### config.mk
export PLATFORM = sky130hd
export DESIGN_NAME = random_access_and_grant_timer_flat
export DESIGN_NICKNAME = d
export VERILOG_FILES = /design/src/hw/rtl/ragt_pkg.sv /design/src/hw/rtl/ragt_if.sv /design/src/hw/rtl/random_access_and_grant_timer.sv /design/src/flat_wrapper.sv
export SDC_FILE = /design/constraint.sdc
export NUM_CORES = 1
export LEC_CHECK = 0
export BUFFER_PORTS_ARGS = -buffer_cell sky130_fd_sc_hd__clkbuf_2
export CAP_MARGIN = 20
export CORE_MARGIN = 2
export CORE_UTILIZATION = 30
export CTS_BUF_LIST = sky130_fd_sc_hd__clkbuf_16
export CTS_CLUSTER_DIAMETER = 120
export DETAILED_ROUTE_END_ITERATION = 12
export PLACE_DENSITY = 0.45
export SLEW_MARGIN = 20
export SYNTH_ARGS = -nofsm -noshare
export SYNTH_HDL_FRONTEND = slang
export SYNTH_SLANG_ARGS = --single-unit
### constraint.sdc
create_clock -name clk -period 6.51 [get_ports clk]
set_input_delay 0 -clock clk [delete_from_list [all_inputs] [get_ports clk]]
set_output_delay 0 -clock clk [all_outputs]
set_load 0.02 [all_outputs]
### src/hw/rtl/ragt_pkg.sv
// ----------------------------------------------------------------------------
// ragt_pkg
// Shared types and codes for the random access and grant timer.
// ----------------------------------------------------------------------------
package ragt_pkg;

	// event codes carried in the kind field
	typedef enum logic [1:0] {
		KIND_TICK  = 2'd0,
		KIND_RESP  = 2'd1,
		KIND_GRANT = 2'd2,
		KIND_NONE  = 2'd3
	} kind_t;

	// configuration register indexes
	localparam int unsigned CFG_IDX_W = 2;
	localparam int unsigned CFG_DATA_W = 8;
	typedef enum logic [CFG_IDX_W-1:0] {
		CFG_MAX_TRIES       = 2'd0,
		CFG_MIN_BACKOFF     = 2'd1,
		CFG_MAX_BACKOFF     = 2'd2,
		CFG_RESPONSE_WINDOW = 2'd3
	} cfg_idx_t;

	localparam logic [3:0] MAX_TRIES_RST       = 4'd0;
	localparam logic [7:0] MIN_BACKOFF_RST     = 8'd0;
	localparam logic [7:0] MAX_BACKOFF_RST     = 8'd1;
	localparam logic [3:0] RESPONSE_WINDOW_RST = 4'd3;

	// controller state
	typedef struct packed {
		logic [7:0]  backoff_timer;
		logic [3:0]  response_timer;
		logic        request_pending;
		logic [3:0]  try_count;
		logic        report_flag;
		logic        grant_valid;
		logic        grant_is_periodic;
		logic [9:0]  period_counter;
		logic [15:0] expiry_counter;
		logic [9:0]  stored_period;
	} ctl_state_t;

	// one result word
	typedef struct packed {
		logic rac_request;
		logic tx_opportunity;
		logic report_due;
		logic grant_expired;
	} result_t;

endpackage

### src/hw/rtl/ragt_if.sv
// ----------------------------------------------------------------------------
// ragt_evt_if / ragt_rsp_if
// Valid/ready channels for event words and result words.
// ----------------------------------------------------------------------------
interface ragt_evt_if;
	logic        valid;
	logic        ready;
	logic [1:0]  kind;
	logic        data_pending;
	logic        rac_success;
	logic [7:0]  backoff_draw;
	logic        grant_periodic;
	logic [9:0]  grant_period;
	logic [15:0] grant_expiration;

	modport source (
		output valid, kind, data_pending, rac_success, backoff_draw,
		       grant_periodic, grant_period, grant_expiration,
		input  ready
	);
	modport sink (
		input  valid, kind, data_pending, rac_success, backoff_draw,
		       grant_periodic, grant_period, grant_expiration,
		output ready
	);
endinterface

interface ragt_rsp_if;
	logic valid;
	logic ready;
	logic rac_request;
	logic tx_opportunity;
	logic report_due;
	logic grant_expired;

	modport source (
		output valid, rac_request, tx_opportunity, report_due, grant_expired,
		input  ready
	);
	modport sink (
		input  valid, rac_request, tx_opportunity, report_due, grant_expired,
		output ready
	);
endinterface

### src/hw/rtl/random_access_and_grant_timer.sv
// Pipeline: an event taken is registered in the input stage, and its result in the
// result stage together with the updated controller state.
// Throughput: one event per cycle unless the sink stalls; the result register frees the
// input stage whenever the result is taken or empty, so a stalled sink costs no bubble.
// Reset: arst_n clears all controller state, both valid flags and the
// configuration registers to their defaults, asynchronously.
// ----------------------------------------------------------------------------
// random_access_and_grant_timer
// Uplink access request, backoff and grant timing controller, one event per word.
// ----------------------------------------------------------------------------
module random_access_and_grant_timer (
	input  logic                            clk,
	input  logic                            arst_n,
	input  logic                            cfg_we,
	input  logic [ragt_pkg::CFG_IDX_W-1:0]  cfg_idx,
	input  logic [ragt_pkg::CFG_DATA_W-1:0] cfg_wdata,
	ragt_evt_if.sink                        evt,
	ragt_rsp_if.source                      rsp
);
	import ragt_pkg::*;

	// configuration
	logic [3:0] max_tries_q;
	logic [7:0] min_backoff_q;
	logic [7:0] max_backoff_q;
	logic [3:0] response_window_q;

	// input stage
	logic        valid_s1;
	kind_t       kind_s1;
	logic        data_pending_s1;
	logic        rac_success_s1;
	logic [7:0]  backoff_draw_s1;
	logic        grant_periodic_s1;
	logic [9:0]  grant_period_s1;
	logic [15:0] grant_expiration_s1;

	// state and result stage
	ctl_state_t st_q, st_nxt;
	result_t    res_s2, res_nxt;
	logic       valid_s2;

	logic       advance;
	logic       run_check;
	logic       give;
	logic [4:0] tries_inc;
	logic [7:0] draw_lo;
	logic [7:0] draw_clamped;

	assign advance   = valid_s1 && (!valid_s2 || rsp.ready);
	assign evt.ready = !valid_s1 || advance;

	always_ff @(posedge clk or negedge arst_n) begin
		if (!arst_n) begin
			max_tries_q       <= MAX_TRIES_RST;
			min_backoff_q     <= MIN_BACKOFF_RST;
			max_backoff_q     <= MAX_BACKOFF_RST;
			response_window_q <= RESPONSE_WINDOW_RST;
		end else if (cfg_we) begin
			unique case (cfg_idx_t'(cfg_idx))
				CFG_MAX_TRIES:       max_tries_q       <= cfg_wdata[3:0];
				CFG_MIN_BACKOFF:     min_backoff_q     <= cfg_wdata;
				CFG_MAX_BACKOFF:     max_backoff_q     <= cfg_wdata;
				CFG_RESPONSE_WINDOW: response_window_q <= cfg_wdata[3:0];
				default: ;
			endcase
		end
	end

	always_ff @(posedge clk or negedge arst_n) begin
		if (!arst_n) begin
			valid_s1 <= 1'b0;
		end else if (evt.ready) begin
			valid_s1 <= evt.valid;
		end
	end

	always_ff @(posedge clk) begin
		if (evt.ready && evt.valid) begin
			kind_s1             <= kind_t'(evt.kind);
			data_pending_s1     <= evt.data_pending;
			rac_success_s1      <= evt.rac_success;
			backoff_draw_s1     <= evt.backoff_draw;
			grant_periodic_s1   <= evt.grant_periodic;
			grant_period_s1     <= evt.grant_period;
			grant_expiration_s1 <= evt.grant_expiration;
		end
	end

	assign tries_inc    = {1'b0, st_q.try_count} + 5'd1;
	assign draw_lo      = (backoff_draw_s1 < min_backoff_q) ? min_backoff_q : backoff_draw_s1;
	assign draw_clamped = (draw_lo > max_backoff_q) ? max_backoff_q : draw_lo;

	always_comb begin
		st_nxt    = st_q;
		res_nxt   = '0;
		run_check = 1'b0;
		give      = 1'b0;
		unique case (kind_s1)
			KIND_TICK: begin
				if (!st_q.grant_valid) begin
					run_check = 1'b1;
				end else if (st_q.grant_is_periodic) begin
					if (st_q.expiry_counter == '0) begin
						st_nxt.grant_valid       = 1'b0;
						st_nxt.grant_is_periodic = 1'b0;
						res_nxt.grant_expired    = 1'b1;
						run_check                = 1'b1;
					end else begin
						st_nxt.expiry_counter = st_q.expiry_counter - 16'd1;
						if (st_q.period_counter > 10'd1) begin
							st_nxt.period_counter = st_q.period_counter - 10'd1;
						end else begin
							st_nxt.period_counter = st_q.stored_period;
							give                  = 1'b1;
						end
					end
				end else begin
					give = 1'b1;
				end
				if (give) begin
					res_nxt.tx_opportunity = 1'b1;
					res_nxt.report_due     = st_q.report_flag;
					st_nxt.report_flag     = 1'b0;
					if (!st_q.grant_is_periodic) begin
						st_nxt.grant_valid = 1'b0;
					end
				end
				// access check: backoff, then response window, then duplicate drop
				if (run_check) begin
					if (st_q.backoff_timer != '0) begin
						st_nxt.backoff_timer = st_q.backoff_timer - 8'd1;
					end else if (st_q.response_timer != '0) begin
						st_nxt.response_timer = st_q.response_timer - 4'd1;
					end else if (st_q.request_pending) begin
						st_nxt.request_pending = 1'b0;
					end else if (data_pending_s1) begin
						st_nxt.request_pending = 1'b1;
						st_nxt.response_timer  = response_window_q;
						res_nxt.rac_request    = 1'b1;
					end
				end
			end
			KIND_RESP: begin
				if (rac_success_s1) begin
					st_nxt.report_flag   = 1'b1;
					st_nxt.try_count     = '0;
					st_nxt.backoff_timer = '0;
				end else if (tries_inc >= {1'b0, max_tries_q}) begin
					st_nxt.try_count     = '0;
					st_nxt.backoff_timer = '0;
				end else begin
					st_nxt.try_count     = tries_inc[3:0];
					st_nxt.backoff_timer = draw_clamped;
				end
			end
			KIND_GRANT: begin
				st_nxt.grant_valid       = 1'b1;
				st_nxt.grant_is_periodic = grant_periodic_s1;
				st_nxt.request_pending   = 1'b0;
				if (grant_periodic_s1) begin
					st_nxt.period_counter = grant_period_s1;
					st_nxt.stored_period  = grant_period_s1;
					st_nxt.expiry_counter = grant_expiration_s1;
				end
			end
			default: ;
		endcase
	end

	always_ff @(posedge clk or negedge arst_n) begin
		if (!arst_n) begin
			st_q     <= '0;
			valid_s2 <= 1'b0;
		end else begin
			if (advance) begin
				st_q <= st_nxt;
			end
			if (advance) begin
				valid_s2 <= 1'b1;
			end else if (rsp.ready) begin
				valid_s2 <= 1'b0;
			end
		end
	end

	always_ff @(posedge clk) begin
		if (advance) begin
			res_s2 <= res_nxt;
		end
	end

	assign rsp.valid          = valid_s2;
	assign rsp.rac_request    = res_s2.rac_request;
	assign rsp.tx_opportunity = res_s2.tx_opportunity;
	assign rsp.report_due     = res_s2.report_due;
	assign rsp.grant_expired  = res_s2.grant_expired;

endmodule

### src/flat_wrapper.sv
// flat-port wrapper written by rule: the top's interface ports become plain ports
module random_access_and_grant_timer_flat import ragt_pkg::*;
  (clk, arst_n, cfg_we, cfg_idx, cfg_wdata, evt_valid, evt_kind, evt_data_pending, evt_rac_success, evt_backoff_draw, evt_grant_periodic, evt_grant_period, evt_grant_expiration, evt_ready, rsp_valid, rsp_rac_request, rsp_tx_opportunity, rsp_report_due, rsp_grant_expired, rsp_ready);
  ragt_evt_if evt_i ();
  ragt_rsp_if rsp_i ();
  input  logic clk;
  input  logic arst_n;
  input  logic cfg_we;
  input  logic [ragt_pkg::CFG_IDX_W-1:0] cfg_idx;
  input  logic [ragt_pkg::CFG_DATA_W-1:0] cfg_wdata;
  input wire logic [$bits(evt_i.valid)-1:0] evt_valid;
  input wire logic [$bits(evt_i.kind)-1:0] evt_kind;
  input wire logic [$bits(evt_i.data_pending)-1:0] evt_data_pending;
  input wire logic [$bits(evt_i.rac_success)-1:0] evt_rac_success;
  input wire logic [$bits(evt_i.backoff_draw)-1:0] evt_backoff_draw;
  input wire logic [$bits(evt_i.grant_periodic)-1:0] evt_grant_periodic;
  input wire logic [$bits(evt_i.grant_period)-1:0] evt_grant_period;
  input wire logic [$bits(evt_i.grant_expiration)-1:0] evt_grant_expiration;
  output wire logic [$bits(evt_i.ready)-1:0] evt_ready;
  output wire logic [$bits(rsp_i.valid)-1:0] rsp_valid;
  output wire logic [$bits(rsp_i.rac_request)-1:0] rsp_rac_request;
  output wire logic [$bits(rsp_i.tx_opportunity)-1:0] rsp_tx_opportunity;
  output wire logic [$bits(rsp_i.report_due)-1:0] rsp_report_due;
  output wire logic [$bits(rsp_i.grant_expired)-1:0] rsp_grant_expired;
  input wire logic [$bits(rsp_i.ready)-1:0] rsp_ready;
  assign evt_i.valid = evt_valid;
  assign evt_i.kind = evt_kind;
  assign evt_i.data_pending = evt_data_pending;
  assign evt_i.rac_success = evt_rac_success;
  assign evt_i.backoff_draw = evt_backoff_draw;
  assign evt_i.grant_periodic = evt_grant_periodic;
  assign evt_i.grant_period = evt_grant_period;
  assign evt_i.grant_expiration = evt_grant_expiration;
  assign evt_ready = evt_i.ready;
  assign rsp_valid = rsp_i.valid;
  assign rsp_rac_request = rsp_i.rac_request;
  assign rsp_tx_opportunity = rsp_i.tx_opportunity;
  assign rsp_report_due = rsp_i.report_due;
  assign rsp_grant_expired = rsp_i.grant_expired;
  assign rsp_i.ready = rsp_ready;
  random_access_and_grant_timer u_core (.clk(clk), .arst_n(arst_n), .cfg_we(cfg_we), .cfg_idx(cfg_idx), .cfg_wdata(cfg_wdata), .evt(evt_i), .rsp(rsp_i));
endmodule
==> flow_metrics.tcl, run 1 <==
set metrics [dict create \
    status "completed" \
    grt_pass1_wl_um 27500 \
    cp_max_fo 23 \
    min_period_ps 3700 \
    dp_hpwl_um 11100 \
    die-area_um2 23100 \
    routed-via-count 5152 \
    rrSetupSlack_ps 2810 \
    htree_num_levels 4 \
    use_met2 0.248 \
    die_h_um 152 \
    rsz0062_at_grt "false" \
    synthFlopType "dfrtp_1" \
    num_rows 54 \
    peakVddDrop_mv 0.168 \
    nets 798 \
    tightest_slew_ps 1040 \
    crit_type "flip-flop to flip-flop" \
    core_area_um2 21600 \
    area_growth_pct 26.0 \
    finalWirelength_um 16700 \
    final-hold-violation-count 0 \
    ys_seq_elements 125 \
    min_path_type "primary input to flip-flop" \
    final_util 0.383 \
    end_kind "flip-flop" \
    io_buffers 59 \
    netlist_instances 609 \
    initial_core_util 0.304 \
    clk_pin_slew_ps 60 \
    die_width_um 152 \
    power_per_cell_area_nw_per_um2 365 \
    drv_cap 0 \
    n_fill_cell 2148 \
    synth-edff-count 43 \
    async_flop_share 0.656 \
    fmax_ghz 0.271 \
    layout-drive-gt1-share 0.189 \
    tns_ps 0 \
    yosys_warnings 0 \
    cts_sinks 125 \
    grt_max_degree 47 \
    r2r-start "u_core.backoff_draw_s1[6]" \
    insertedDiodeCount 0 \
    met1_usage 0.185 \
    critPathLaunchType "flip-flop" \
    setup_viol 0 \
    cts_max_path_buffers 2 \
    arrival_ps 3970 \
    top_usage_layer "met2" \
    num_io_pins 60 \
    syn_area_per_cell_um2 10.8 \
    fin_worst_skew_ps 9.18 \
    syn_area_um2 6560 \
    place_congestion 0.763 \
    antenna_found_initial 0 \
    grt_use_total 0.148 \
    dr.first_iter.drc_count 288 \
    grt.overflow.total 0 \
    drv_slew 0 \
    slew_headroom 0.304 \
    post-cts-setup-buffers 0 \
    hold_buffers 56 \
    cts_tree "built" \
    drtAntennaViolNets 0 \
    yosysUniqueCellTypes 69 \
    p_leak_nw 3.33 \
    grt.met3_usage 0.0391 \
    cts_resized 0 \
    firstDrtPassIters 5 \
    min-delay-start "cfg_idx[0]" \
    cts_root_buffer "clkbuf_16" \
    post-route-drc-count 0 \
    routed_via_density 5.10 \
    clk_latency_ps 420 \
    crit_start "u_core.backoff_draw_s1[6]" \
    cts_buffers 17 \
    wl_per_cell_um 16.5 \
    cp_data_required_time_ps 6790 \
    yosysSeqAreaShare 0.510 \
    post-route-period-util 0.568 \
    synth.net_count 689 \
    grt_pass1_vias 5371 \
]
## placed cells by master (no fill, tap or decap), types with 7 or more instances in the layout
cell,n
dlygate4sd3_1,56
edfxtp_1,43
nand2_1,43
clkbuf_16,17
a221oi_1,8
inv_1,41
a32oi_1,7
nand2b_1,8
nand3_1,11
o211ai_1,15
a21oi_1,17
o2bb2ai_1,14
nor2_1,24
o22ai_1,8
a31oi_1,13
ha_1,26
dfrtp_1,79
nor2b_1,7
nor3_1,21
a22oi_1,7
clkbuf_2,58
mux2_2,33
o21ai_0,49
## kinds of logic (layout without fill, tap and decap cells)
logic type,after synthesis,count (layout),share of synthesized area
buffers and inverters,69,190,0.0419
muxes,36,36,0.0612
AOI/OAI and AO/OA,177,177,0.187
adders and majority gates,26,26,0.0496
DFF,125,125,0.510
xor gates and xnor gates,6,6,0.00801
and+or+nand+nor,170,170,0.142
## sequential cells by signal (all words and copies together) (netlist names), 2 cells and up
name,flops
u_core.kind_s1,2
u_core.max_tries_q,4
u_core.max_backoff_q,8
u_core.backoff_draw_s1,8
u_core.grant_period_s1,10
u_core.min_backoff_q,8
u_core.st_q,56
u_core.response_window_q,4
u_core.grant_expiration_s1,16
## worst paths after layout
path / to / cells after the start
worst min-delay path: u_core.max_tries_q[3] / 3
max in group asynchronous: u_core.st_q[44] / 3
worst max-delay path: u_core.st_q[52] / 11
min in group asynchronous: u_core.st_q[35] / 2
worst max register to register: u_core.st_q[52] / 11
worst min register to register: u_core.st_q[25] / 1
## synthesized netlist by cell type, types with 3 or more instances
cell type  instances  share of area
a22o_1             5         0.0067
o41ai_1            4         0.0053
mux2_2            33          0.057
buf_2              6         0.0046
edfxtp_1          43           0.20
and4_1             3         0.0040
and2_1             4         0.0038
nand2_1           43          0.025
nand2b_1           8         0.0076
nor2b_1            7         0.0067
a31oi_1           13          0.012
nand4b_1           3         0.0040
and3_1             6         0.0057
ha_1              26          0.050
xnor2_1            5         0.0067
or4_1              4         0.0046
nand3_1           11         0.0084
a21oi_1           17          0.013
nor4b_1            4         0.0053
o211ai_1          15          0.017
dfrtp_1           79           0.30
nand3b_1           6         0.0069
mux2i_1            3         0.0046
o21ai_0           49          0.037
o31ai_1            4         0.0046
dfstp_2            3          0.012
a21o_1             6         0.0069
nor3_1            21          0.016
nor4_1             5         0.0048
a32oi_1            7         0.0093
nor2_1            25          0.014
a221oi_1           8          0.011
a21boi_0           3         0.0034
o22ai_1            8         0.0076
o2bb2ai_1         14          0.019
a22oi_1            7         0.0080
or3_1              5         0.0048
clkbuf_1          22          0.013
inv_1             38          0.022
## stage by stage
step | setup slack [ps] | area (um^2) | std cells | total power, mW | hold slack, ps
3_5_place_dp | 2850 | 7120 | 923 | 2.03 | 8.02
6_report | 2810 | 8270 | 1010 | 3.02 | 25.6
5_1_grt | 2430 | 8270 | 1010 | 3.22 | 28.1
3_3_place_gp | 2950 | 7120 | 922 | 2.01 | 2.83
2_1_floorplan | 3250 | 6560 | 609 | 1.80 | -296
4_1_cts | 2830 | 8270 | 1010 | 3.05 | 7.30
## critical path, cell delays in order (launching register included)
cell and delay [ps]:
edfxtp_1 420, ha_1 330, nand3_1 80, a21boi_0 220
a311o_1 670, o21ai_0 190, ha_1 340, and3_1 200
a221o_1 370, a22o_1 280, a221oi_1 300, o211ai_1 140
## layer usage
metal	share of wire	wire, um
met1	0.47	7800
met2	0.48	8050
met3	0.038	636
met4	0.012	199
met5	0	0
## layout make-up
class	instances	area [um^2]	area share
tap	280	350	0.0424
timing repair buffer	121	901	0.109
multi-input combinational	415	2950	0.356
clock inverter	14	160	0.0194
clock buffer	17	425	0.0514
sequential	125	3350	0.405
inverter	38	143	0.0172
## power by group
| group | total (mW) | internal, mW | switching [mW] |
|---|---|---|---|
| logic | 0.899 | 0.390 | 0.509 |
| clock network | 0.967 | 0.625 | 0.342 |
| registers | 1.15 | 0.988 | 0.166 |
| total | 3.02 | 2.00 | 1.02 |
Note: power is estimated with default switching activity, not from simulation.
==> inputs of run 2 (changes only) <==
==> constraint.sdc (replaced) <==
create_clock -name clk -period 3.8 [get_ports clk]
set_input_delay 0 -clock clk [delete_from_list [all_inputs] [get_ports clk]]
set_output_delay 0 -clock clk [all_outputs]
set_load 0.02 [all_outputs]
==> run 2 against run 1 <==
Compared with the run above:
- sequential share of layout area decreased by 0.33 points
- total power grew 72%
- sequential power increased by 72%
- worst setup slack got worse by 2500 ps
- final cell count grew 0.69%
- core utilization grew 0.31 points
- register-to-register slack lost 2500 ps
- count of clock-buffer cells in the layout is 1 higher
- combinational power rose by 76%
- clock power increased by 70%
- first-iteration DRC count grew 2.1%
- clock skew rose by 6.1 ps
- critical path type unchanged
- critical endpoint is now u_core.st_q[49]
==> flow_metrics.tcl, run 2 (synthesis results as in run 1) <==
set metrics [dict create \
    critPathLaunchType "flip-flop" \
    final_cells 1017 \
    core_area_um2 21600 \
    path_common_cell "ha_1" \
    fmax_ghz 0.285 \
    min_period_ps 3510 \
    die_h_um 152 \
    tightest_slew_ps 1070 \
    die_width_um 152 \
    place_congestion 0.778 \
    holdPathStages 3 \
    power.internal_mw 3.38 \
    firstDrtPassIters 8 \
    rrSetupSlack_ps 290 \
    status "completed" \
    p_sw_mw 1.81 \
    dp_hpwl_um 11200 \
    num_rows 54 \
    cts_tree "built" \
    r2r-start "u_core.backoff_draw_s1[1]" \
    slew_headroom 0.286 \
    power_per_cell_area_nw_per_um2 622 \
    reg.largest.list "u_core.st_q: 56 flops, u_core.grant_expiration_s1: 16 flops, u_core.grant_period_s1: 10 flops" \
    htree_num_levels 4 \
    min-delay-start "rsp_ready" \
    area_growth_pct 27.1 \
    dpl.cell_count 928 \
    insertedDiodeCount 0 \
    setup_slack_ps 293 \
    cts_max_path_buffers 2 \
    dr.first_iter.drc_count 294 \
    setup_viol 0 \
    io_buffers 59 \
    rsz0062_at_grt "false" \
    p_seq_frac 0.381 \
    cp_data_required_time_ps 4090 \
    grt_max_degree 47 \
    final-hold-violation-count 0 \
    num_io_pins 60 \
    top_layer "met4" \
    regMostFlops "u_core.st_q" \
    clk_latency_ps 430 \
    grt_use_total 0.151 \
    routed-via-count 5316 \
    min_path_type "primary input to flip-flop" \
    peakVddDrop_mv 0.316 \
    routed_via_density 5.23 \
    grt.overflow.total 0 \
    cp_max_fo 12 \
    drtAntennaViolNets 0 \
    antenna_found_initial 0 \
    end_kind "flip-flop" \
    clk_pin_slew_ps 60 \
    p_clk_frac 0.315 \
    place_ws_ps 321 \
    grt_pass1_vias 5505 \
    post-route-drc-count 0 \
    layout-drive-gt1-share 0.209 \
    p_leak_nw 3.34 \
    wl_per_cell_um 16.7 \
    post-cts-setup-buffers 0 \
    reg2regPathDepth 11 \
    cts_root_buffer "clkbuf_16" \
    nets 804 \
    die-area_um2 23100 \
    switching_share 0.349 \
    arrival_ps 3800 \
    drv_slew 0 \
    tns_ps 0 \
    power.share.combinational 0.304 \
    finalWirelength_um 17000 \
    post-route-period-util 0.923 \
    critPathMaxStageDelay_ps 430 \
    grt_pass1_wl_um 28300 \
    dr_wl_met2_um 8130 \
    layout_common_cells "dfrtp_1 (79), clkbuf_2 (58), dlygate4sd3_1 (57), o21ai_0 (49)" \
    drv_cap 0 \
    cts_sinks 125 \
    holdPathEnd "u_core.rsp.valid" \
    wl_met3_um 710 \
    drt-met1-wl_um 7860 \
    fin_worst_skew_ps 15.3 \
    final_util 0.386 \
    cp_cell_sequence "ha_1 -> a2111o_1 -> a311o_2 -> buf_4 -> o21ai_0 -> ha_1 -> and4_1 -> a21boi_0 -> a22o_2 -> a221oi_1 -> o211ai_1" \
    crit_type "flip-flop to flip-flop" \
    initial_core_util 0.304 \
    cts_buffers 17 \
    final_common_cell "dfrtp_1" \
    reg2reg_to "u_core.st_q[49]" \
    critPathSlowestCell "edfxtp_1" \
    largest_reg_flops 56 \
]
-- run 2: worst max path at each step --
stage | cells past startpoint | slack (ps) | to | from
after floorplan | 12 | 540 | u_core.st_q[52] | u_core.backoff_draw_s1[1]
after global placement | 11 | 390 | u_core.st_q[52] | u_core.backoff_draw_s1[1]
after detailed placement | 12 | 320 | u_core.st_q[50] | u_core.backoff_draw_s1[1]
after CTS | 12 | 310 | u_core.st_q[50] | u_core.backoff_draw_s1[1]
after global routing | 12 | 20 | u_core.st_q[49] | u_core.backoff_draw_s1[6]
final | 11 | 290 | u_core.st_q[49] | u_core.backoff_draw_s1[1]
-- run 2: cell type report --
| class | count | area [um^2] |
|---|---|---|
| repair buffers | 127 | 951 |
| flip-flops and latches | 125 | 3350 |
| clock buffers | 18 | 450 |
| well taps | 280 | 350 |
| clock inverters | 14 | 145 |
| multi-input cells | 415 | 2950 |
| inverters | 38 | 143 |
| fillers | 2120 | 13300 |
-- run 2: per-layer routing --
metal  track usage  vias to the layer above
li1              -                     2542
met1         0.196                     2601
met2         0.250                      150
met3        0.0348                       23
met4        0.0512                        0
met5             0                        -
-- run 2: power by group through the flow --
| stage | logic [mW] | clock network (mW) | registers [mW] |
|---|---|---|---|
| 4_1_cts | 1.57 | 1.68 | 1.97 |
| 6_report | 1.58 | 1.64 | 1.98 |
| 3_3_place_gp | 1.47 | 0 | 1.99 |
| 5_1_grt | 1.79 | 1.73 | 2.03 |
| 3_5_place_dp | 1.51 | 0 | 2.00 |
| 2_1_floorplan | 1.20 | 0 | 1.89 |
-- run 2: metrics by stage --
stage               hold WS (ps)  power [mW]  instance area, um^2
finish                      75.3        5.19                 8340
global route                96.4        5.55                 8340
CTS                         64.9        5.22                 8330
detailed placement          10.2        3.50                 7160
global placement           -1.51        3.46                 7160
floorplan                   -296        3.09                 6560
-- run 2: critical path, delay by kind of cell (launching register included) --
kind                     cells  cell delay, ps
AO/OA/AOI/OAI                7            1940
adder cells (fa/ha/maj)      2             590
buffers and inverters        1             210
flip-flops                   1             430
AND/OR/NAND/NOR              1             200
-- run 2: repair_timing --
item,in CTS,in global routing
gates resized for setup,0,3
hold endpoints to repair,100,0
setup endpoints to repair,0,8
hold buffers,57,0
